<file path="src/sv/ipv4v_pkg.sv">
package ipv4v_pkg;

    localparam int unsigned CharWidth = 8;
    localparam int unsigned ValueWidth = 9;
    localparam int unsigned CountWidth = 3;

    localparam logic [ValueWidth-1:0] MAX_OCTET = 9'd255;
    localparam logic [ValueWidth-1:0] VALUE_SAT = 9'd256;
    localparam logic [CountWidth-1:0] OCTET_COUNT = 3'd4;

    localparam logic [CharWidth-1:0] CHAR_NUL = 8'h00;
    localparam logic [CharWidth-1:0] CHAR_NEWLINE = 8'h0A;
    localparam logic [CharWidth-1:0] CHAR_DOT = 8'h2E;
    localparam logic [CharWidth-1:0] CHAR_DIGIT_0 = 8'h30;
    localparam logic [CharWidth-1:0] CHAR_DIGIT_9 = 8'h39;

    // where the parser is inside one token
    typedef enum logic [1:0] {
        PH_START  = 2'd0,
        PH_DIGITS = 2'd1,
        PH_AFTER  = 2'd2
    } ipv4v_phase_t;

    typedef struct packed {
        logic [ValueWidth-1:0] octet_value;
        logic                  token_seen;
        logic                  token_bad;
        ipv4v_phase_t          number_phase;
        logic [CountWidth-1:0] octets_taken;
        logic                  text_failed;
        logic                  text_ended;
    } ipv4v_state_t;

    localparam ipv4v_state_t STATE_RESET = '{
        octet_value:  '0,
        token_seen:   1'b0,
        token_bad:    1'b0,
        number_phase: PH_START,
        octets_taken: '0,
        text_failed:  1'b0,
        text_ended:   1'b0
    };

endpackage

</file>
<file path="src/sv/ipv4_dotted_text_validator_core.sv">
// ipv4 dotted-decimal text checker
//
// input channel (s_axis): one address character per item in tdata, tlast on the
// final character of the text. a zero byte ends the text early; characters after
// it are ignored up to and including the tlast item
// output channel (m_axis): exactly one item per text, sent for the tlast item;
// tdata bit 0 is high when the text held four dot-separated numbers 0..255
//
// structure: input register -> parse logic (one multiply-by-ten, compares) ->
// state and result registers. one item per cycle unless a tlast item waits on
// a full output register; a result is held in the output register for m_axis
//
// reset clears the parse state and the valid flags of both pipeline registers.
// when the receiver stalls, the result waits in the output register; items that
// give no result keep flowing, and a tlast item in the input register waits
// until the output register frees, which then backs up s_axis_tready
module ipv4_dotted_text_validator_core
    import ipv4v_pkg::*;
(
    input  logic       clk,
    input  logic       rst_n,

    input  logic       s_axis_tvalid,
    output logic       s_axis_tready,
    input  logic [7:0] s_axis_tdata,   // [7:0] text_char
    input  logic       s_axis_tlast,   // text_last

    output logic       m_axis_tvalid,
    input  logic       m_axis_tready,
    output logic [7:0] m_axis_tdata    // [0] address_ok, [7:1] zero
);

    // input register
    logic                 in_valid_reg;
    logic [CharWidth-1:0] in_char_reg;
    logic                 in_last_reg;

    // parse state and result register
    ipv4v_state_t         state_reg;
    ipv4v_state_t         state_next;
    logic                 out_valid_reg;
    logic                 out_ok_reg;
    logic                 ok_next;

    logic                 out_free;
    logic                 advance;

    ipv4v_step u_step (
        .state      (state_reg),
        .text_char  (in_char_reg),
        .text_last  (in_last_reg),
        .state_next (state_next),
        .address_ok (ok_next)
    );

    // a held item moves on unless it makes a result and the output is full
    assign out_free      = !out_valid_reg || m_axis_tready;
    assign advance       = !in_valid_reg || !in_last_reg || out_free;
    assign s_axis_tready = advance;

    always_ff @(posedge clk or negedge rst_n)
    begin
        if (!rst_n)
        begin
            in_valid_reg <= 1'b0;
        end
        else if (advance)
        begin
            in_valid_reg <= s_axis_tvalid;
        end
    end

    always_ff @(posedge clk)
    begin
        if (advance && s_axis_tvalid)
        begin
            in_char_reg <= s_axis_tdata;
            in_last_reg <= s_axis_tlast;
        end
    end

    // running parse state, updated once per processed item
    always_ff @(posedge clk or negedge rst_n)
    begin
        if (!rst_n)
        begin
            state_reg <= STATE_RESET;
        end
        else if (advance && in_valid_reg)
        begin
            state_reg <= state_next;
        end
    end

    always_ff @(posedge clk or negedge rst_n)
    begin
        if (!rst_n)
        begin
            out_valid_reg <= 1'b0;
        end
        else if (advance && in_valid_reg && in_last_reg)
        begin
            out_valid_reg <= 1'b1;
        end
        else if (m_axis_tready)
        begin
            out_valid_reg <= 1'b0;
        end
    end

    always_ff @(posedge clk)
    begin
        if (advance && in_valid_reg && in_last_reg)
        begin
            out_ok_reg <= ok_next;
        end
    end

    assign m_axis_tvalid = out_valid_reg;
    assign m_axis_tdata  = {7'b0, out_ok_reg};

endmodule

</file>
<file path="src/sv/ipv4v_step.sv">
module ipv4v_step
    import ipv4v_pkg::*;
(
    input  ipv4v_state_t          state,
    input  logic [CharWidth-1:0]  text_char,
    input  logic                  text_last,
    output ipv4v_state_t          state_next,
    output logic                  address_ok
);

    function automatic ipv4v_state_t close_token(input ipv4v_state_t s);
        ipv4v_state_t r;
        begin
            r = s;
            if (s.token_seen)
            begin
                if (s.token_bad || (s.octet_value > MAX_OCTET) ||
                    (s.octets_taken >= OCTET_COUNT))
                begin
                    r.text_failed = 1'b1;
                end
                else
                begin
                    r.octets_taken = s.octets_taken + 3'd1;
                end
            end
            r.octet_value  = '0;
            r.token_seen   = 1'b0;
            r.token_bad    = 1'b0;
            r.number_phase = PH_START;
            return r;
        end
    endfunction

    localparam int unsigned ProdWidth = ValueWidth + 3;

    logic                 is_digit;
    logic [ProdWidth-1:0] value_ext;
    logic [ProdWidth-1:0] prod;
    ipv4v_state_t         char_state;
    ipv4v_state_t         closed_state;

    assign is_digit = (text_char >= CHAR_DIGIT_0) && (text_char <= CHAR_DIGIT_9);

    // value * 10 + digit as shifts and adds
    assign value_ext = {3'b000, state.octet_value};
    assign prod = (value_ext << 3) + (value_ext << 1) + {8'b0, text_char[3:0]};

    always_comb
    begin
        char_state = state;
        if (!state.text_ended)
        begin
            if (text_char == CHAR_NUL)
            begin
                char_state = close_token(state);
                char_state.text_ended = 1'b1;
            end
            else if (text_char == CHAR_DOT)
            begin
                char_state = close_token(state);
            end
            else
            begin
                char_state.token_seen = 1'b1;
                if (is_digit)
                begin
                    if (state.number_phase != PH_AFTER)
                    begin
                        char_state.octet_value = (prod > {3'b000, VALUE_SAT}) ?
                                                 VALUE_SAT : prod[ValueWidth-1:0];
                        char_state.number_phase = PH_DIGITS;
                    end
                end
                else if (text_char == CHAR_NEWLINE)
                begin
                    if (state.number_phase == PH_DIGITS)
                    begin
                        char_state.number_phase = PH_AFTER;
                    end
                end
                else
                begin
                    char_state.token_bad = 1'b1;
                end
            end
        end

        closed_state = char_state.text_ended ? char_state : close_token(char_state);
        address_ok   = !closed_state.text_failed && (closed_state.octets_taken == OCTET_COUNT);
        state_next   = text_last ? STATE_RESET : char_state;
    end

endmodule

</file>
<file path="config.mk">
export PLATFORM = sky130hd
export DESIGN_NAME = ipv4_dotted_text_validator_core
export DESIGN_NICKNAME = d
export VERILOG_FILES = /design/src/sv/ipv4v_pkg.sv /design/src/sv/ipv4_dotted_text_validator_core.sv /design/src/sv/ipv4v_step.sv
export SDC_FILE = /design/constraint.sdc
export NUM_CORES = 1
export LEC_CHECK = 0
export BUFFER_PORTS_ARGS = -buffer_cell sky130_fd_sc_hd__buf_2
export CORE_AREA = 2 2 67 62
export DETAILED_ROUTE_END_ITERATION = 10
export DIE_AREA = 0 0 69 64
export PLACE_DENSITY = 0.84
export SYNTH_ARGS = -nofsm -noshare
export SYNTH_HDL_FRONTEND = slang
export SYNTH_SLANG_ARGS = --single-unit
</file>
<file path="constraint.sdc">
create_clock -name clk -period 3.3 [get_ports clk]
set_input_delay 0 -clock clk [delete_from_list [all_inputs] [get_ports clk]]
set_output_delay 0 -clock clk [all_outputs]
set_load 0.02 [all_outputs]
</file>
# After elaboration in Yosys (flattened, before gate mapping)
# Cells that the tools add are included.
# op_classes
addsub	4
multipliers	0
n_div	0
order_cmp	7
n_mux	23
n_eq_ne	5
reduce_logical	18
n_shift	0
bitwise_logic	0
# op_table
op	n
18-bit 2-to-1 mux	3
9-bit 2-to-1 mux	3
9-bit by 8-bit > comparator with 1-bit output (second input constant)	2
13-bit 2-to-1 mux	1
12-bit by 10-bit adder with 12-bit output	1
12-bit by 4-bit adder with 12-bit output	1
12-bit by 9-bit > comparator with 1-bit output (second input constant)	1
5-bit 2-to-1 mux	2
8-bit by 4-bit equality test with 1-bit output (second input constant)	1
8-bit by 6-bit equality test with 1-bit output (second input constant)	1
8-bit by 6-bit greater-or-equal comparator with 1-bit output (second input constant)	1
8-bit by 6-bit <= comparator with 1-bit output (second input constant)	1
8-bit zero test	1
2-bit 2-to-1 mux	4
4-bit 2-to-1 mux	2
1-bit logical OR	7
3-bit by 1-bit adder with 3-bit output (second input constant)	2
3-bit greater-or-equal comparator (second input constant)	2
1-bit 2-to-1 mux	6
3-bit 2-to-1 mux	2
1-bit logical AND	5
1-bit zero test	4
3-bit equality test (second input constant)	1
2-bit by 1-bit equality test with 1-bit output (second input constant)	1
2 further kinds	2
# word_totals
ramBits	0
out_inout_bits	10
reg_bits	30
latchBits	0
elab_cells	69
mem_bits_ro	0
memories	0
inputBits	13

# Logic depth before layout (Yosys ltp)
# depth
depth_word	17
ltp_mapped	10

# Modules after synthesis
# Synthesis repeated with hierarchy kept, for this count alone.
# unflattened
hier_cells	306
hier_area_um2	2721.4
# by_module_without_submodules
mod	cells_each	seq_area_each_um2	area_per_inst_um2	n_inst
ipv4_dotted_text_validator_core	132	800.8	1516.5	1
ipv4v_step	174	0.0	1204.9	1

# Worst setup path before layout
# No wires, ideal clock.
# synth_path
kind	register to register
startpoint	register state_reg[17] in the netlist's numbering
endpoint	register out_ok_reg (data pin)
t_arrival_ns	2.782
stages_incl_launch_ff	9
n_path_buf	0
t_required_ns	3.133
period_less_slack_ns	2.950
slack_ns	0.350
cell_sequence	dfrtp_1 > or4b_4 > a2111oi_4 > mux2_2 > ha_1 > nor4_1 > and4_1 > nand4_1 > a221oi_2
# synth_via
elab_chain_len	17
# synth_rtl
item	line	rtl
start: declaration	ipv4_dotted_text_validator_core.sv:39	ipv4v_state_t state_reg;
start signal: assignment	ipv4_dotted_text_validator_core.sv:91	state_reg <= state_next;
12-bit by 10-bit adder with 12-bit output	ipv4v_step.sv:47	assign prod = (value_ext << 3) + (value_ext << 1) + {8'b0, text_char[3:0]};
12-bit by 4-bit adder with 12-bit output	ipv4v_step.sv:47	
12-bit by 9-bit > comparator with 1-bit output	ipv4v_step.sv:70	char_state.octet_value = (prod > {3'b000, VALUE_SAT}) ?
9-bit 2-to-1 mux	ipv4v_step.sv:70	
9-bit 2-to-1 mux	ipv4v_step.sv:68	if (state.number_phase != PH_AFTER)
9-bit 2-to-1 mux	ipv4v_step.sv:66	if (is_digit)
13-bit 2-to-1 mux	ipv4v_step.sv:59	else if (text_char == CHAR_DOT)
18-bit 2-to-1 mux	ipv4v_step.sv:54	if (text_char == CHAR_NUL)
18-bit 2-to-1 mux *	ipv4v_step.sv:52	if (!state.text_ended)
9-bit by 8-bit > comparator with 1-bit output	ipv4v_step.sv:17	if (s.token_bad || (s.octet_value > MAX_OCTET) ||
1-bit logical OR (2 in series)	ipv4v_step.sv:17	
3-bit 2-to-1 mux or 1-bit 2-to-1 mux (tied branches)	ipv4v_step.sv:17	
4-bit 2-to-1 mux	ipv4v_step.sv:15	if (s.token_seen)
5-bit 2-to-1 mux *	ipv4v_step.sv:89	closed_state = char_state.text_ended ? char_state : close_token(char_state);
3-bit equality test or 1-bit zero test (tied branches)	ipv4v_step.sv:90	address_ok = !closed_state.text_failed && (closed_state.octets_taken == OCTET_COUNT);
1-bit logical AND *	ipv4v_step.sv:90	
named net ok_next	ipv4_dotted_text_validator_core.sv:43	logic ok_next;
end signal: assignment	ipv4_dotted_text_validator_core.sv:115	out_ok_reg <= ok_next;
end: declaration	ipv4_dotted_text_validator_core.sv:42	logic out_ok_reg;
# Mark *: on every way through the listed nets, which the timed path passes. The rest lies on a longest branch.
# A chain may end at the register's enable or synchronous reset.

# Worst setup path after layout
# layout_path
startpoint	register in_char_reg[3]
endpoint	register out_ok_reg (data pin)
# layout_via
elab_chain_len	16
# layout_rtl
item	line	rtl
start: declaration	ipv4_dotted_text_validator_core.sv:35	logic [CharWidth-1:0] in_char_reg;
start signal: assignment	ipv4_dotted_text_validator_core.sv:77	in_char_reg <= s_axis_tdata;
12-bit by 4-bit adder with 12-bit output	ipv4v_step.sv:47	
12-bit by 9-bit > comparator with 1-bit output	ipv4v_step.sv:70	
9-bit 2-to-1 mux	ipv4v_step.sv:70	
9-bit 2-to-1 mux	ipv4v_step.sv:68	
9-bit 2-to-1 mux	ipv4v_step.sv:66	
13-bit 2-to-1 mux	ipv4v_step.sv:59	
18-bit 2-to-1 mux *	ipv4v_step.sv:54	
18-bit 2-to-1 mux *	ipv4v_step.sv:52	
9-bit by 8-bit > comparator with 1-bit output	ipv4v_step.sv:17	
1-bit logical OR (2 in series)	ipv4v_step.sv:17	
3-bit 2-to-1 mux or 1-bit 2-to-1 mux (tied branches)	ipv4v_step.sv:17	
4-bit 2-to-1 mux	ipv4v_step.sv:15	
5-bit 2-to-1 mux *	ipv4v_step.sv:89	
3-bit equality test or 1-bit zero test (tied branches)	ipv4v_step.sv:90	
1-bit logical AND *	ipv4v_step.sv:90	
named net ok_next	ipv4_dotted_text_validator_core.sv:43	
# Marked as above.

==> flow_summary.ini <==
[yosys]
yosysUniqueCellTypes = 58
netlist_area_um2 = 2118
synth_edf_count = 10
ys_ff_latch = 30
yosys_most_used_dff = dfrtp_1
synth_area_per_cell_um2 = 9.807
syn_inst = 216
yosysWarnings = 0
synthArstFlopShare_pct = 66.67
ys_seq_area_share_pct = 37.80

[finish]
largest_reg_flops = 18
layout_common_cells = 20 x dfrtp_1, 19 x nand2_1, 19 x ha_1
syn2layout_area_growth_pct = 18.90
layout_commonest_cell = dfrtp_1
nets = 286
diodes = 0
drive_gt1_share_pct = 16.21

[detailed_routing]
first_pass_iters = 6
vias_per_cell = 5.993
routedWlPerCell_um = 15.74
wirelength_mm = 4.705
ant_nets = 0
drtIter0Drc = 123
routed-via-count = 1792
drc = 0

[sta]
setup_tns_ns = 0
hold_viol = 0
worstMarginPinSlew_ns = 0.5929
finClkSkew_ns = 0.004839
finalHoldWorstSlack_ns = 0.04472
fmaxAchievable_mhz = 317.7
finalCritPeriodShare_pct = 95.39
min_period_ns = 3.148
setup_violations = 0
slew_headroom_pct = 60.21
slew_violations = 0

[power]
p_leak_uw = 0.001184
p_per_area_nw_per_um2 = 399.3
seqPwrFrac_pct = 43.1
p_int_uw = 766.7
p_clk_share_pct = 43.3
ir_drop_v = 0.0003289
combinationalPowerShare_pct = 13.6
swShare_pct = 23.77
switchingPower_uw = 239.1

[clocking]
clk_path_buf_depth = 2
ctsRootBufferMaster = clkbuf_8
clkTransAtPathRegs_ns = 0.06
cts_made_buffers = 5
clk_latency_ns = 0.28
clkSinkCount = 30
htree_levels = 2
cts_tree = yes

[die]
start_util_pct = 57.59
die_width_um = 69
ios = 23
die_area_um2 = 4416
core_area_um2 = 3679
core.rowCount = 21
die_h_um = 64

[critical_path]
criticalPathCategory = reg2reg
critPathMaxFanout = 5
required_ns = 3.41
start_kind = register
worstPathArrival_ns = 3.26
endpoint_kind = register

[worst_hold_path]
min_path_type = in2reg

[grt]
grt_pass1_wl_mm = 7.900
grt_pass1_vias = 1754
antenna_found_initial = 0
track_usage_pct = 22.69
grt_max_degree = 21
grt-ovfl-total = 0

[placed_design]
dp_hpwl_mm = 3.216
place_congestion = 0.8768
io_buffers = 15

[run]
maxCapViolCount = 0

[run_status]
status = completed
==> layout make-up <==
cell class / instances / area (um2)
Multi-Input combinational cell: 164 / 1215
Fill cell: 271 / 1160
Sequential cell: 30 / 800.8
Timing Repair Buffer: 35 / 252.7
Clock buffer: 5 / 68.82
Clock inverter: 3 / 63.81
Inverter: 16 / 60.06
Tap cell: 46 / 57.56
==> stage by stage <==
stage / worst slack (ns) / total power (uW) / instances / utilization, % / cell area [um2]
detailed placement: 0.1931 / 555.5 / 274 / 60.37 / 2221
global placement: 0.2738 / 550.4 / 274 / 60.37 / 2221
global route: -0.04864 / 1047 / 299 / 68.47 / 2519
CTS: 0.1237 / 999.7 / 293 / 66.97 / 2464
floorplan: 0.3505 / 526.0 / 222 / - / 2141
finish: 0.1521 / 1006 / 299 / 68.47 / 2519
==> synthesized netlist by cell type, types with 4 or more instances <==
cell type / n / area share (%)
o31ai_1: 9 / 3.2
nand2_1: 19 / 3.4
edfxtp_1: 10 / 14
dfrtp_1: 20 / 24
nand3_1: 4 / 0.95
o21ai_0: 12 / 2.8
nor2_1: 9 / 1.6
a21oi_1: 11 / 2.6
inv_1: 16 / 2.8
xor2_1: 6 / 2.5
ha_1: 19 / 11
o21bai_1: 4 / 1.4
buf_4: 8 / 2.8
==> critical path, cell delays in order (launching register included) <==
cell	delay (ns)
edfxtp_1	0.44
or4_4	0.59
a2111oi_4	0.45
buf_4	0.20
xor2_1	0.21
ha_1	0.28
nor4_2	0.14
and4_1	0.28
nand4_1	0.14
a221oi_2	0.25
==> path summary, 6_finish.rpt <==
| kind | start | end | slack, ns | cells past startpoint |
|---|---|---|---|---|
| hold / removal | m_axis_tready | m_axis_tvalid | 0.04 | 3 |
| max in group asynchronous | rst_n | state_reg[11] | 2.78 | 2 |
| min in group asynchronous | rst_n | state_reg[2] | 0.20 | 2 |
| hold reg to reg | state_reg[6] | state_reg[6] | 0.51 | 2 |
| setup reg to reg | in_char_reg[3] | out_ok_reg | 0.15 | 9 |
| setup / recovery | in_char_reg[3] | out_ok_reg | 0.15 | 9 |
==> per-layer routing <==
| metal | wire, um | GRT usage [%] | vias to the layer above |
|---|---|---|---|
| met5 | 0 | 0 | - |
| met1 | 2007 | 28.16 | 845 |
| li1 | - | - | 863 |
| met4 | 87 | 9.804 | 0 |
| met3 | 263 | 4.416 | 9 |
| met2 | 2347 | 38.70 | 75 |
==> timing repair <==
action / in CTS / in global routing
setup endpoints to repair: 0 / 9
resized for setup: 0 / 2
setup buffers: 0 / 6
hold buffers: 11 / 0
hold endpoints to repair: 30 / 0
==> power groups by stage <==
stage                     clock network (uW)  registers (uW)  logic, uW
after floorplan                            0             428       98.3
after global placement                     0             438        113
after detailed placement                   0             439        117
after CTS                                440             432        128
after global routing                     456             437        154
final                                    436             433        137
==> cells by family (layout without fill, tap and decap cells) <==
logic type                 after synthesis  count (layout)  synth area share [%]
adders and majority gates               22              22                 13.59
DFF                                     30              30                 37.80
AOI/OAI and AO/OA                       62              62                 21.03
buffers and inverters                   28              59                 6.379
xor gates and xnor gates                 8               8                 3.308
and+or+nand+nor                         62              62                 16.24
other                                    1               7                0.1770
muxes                                    3               3                 1.477
No activity file was read; power rests on OpenSTA's default activity.
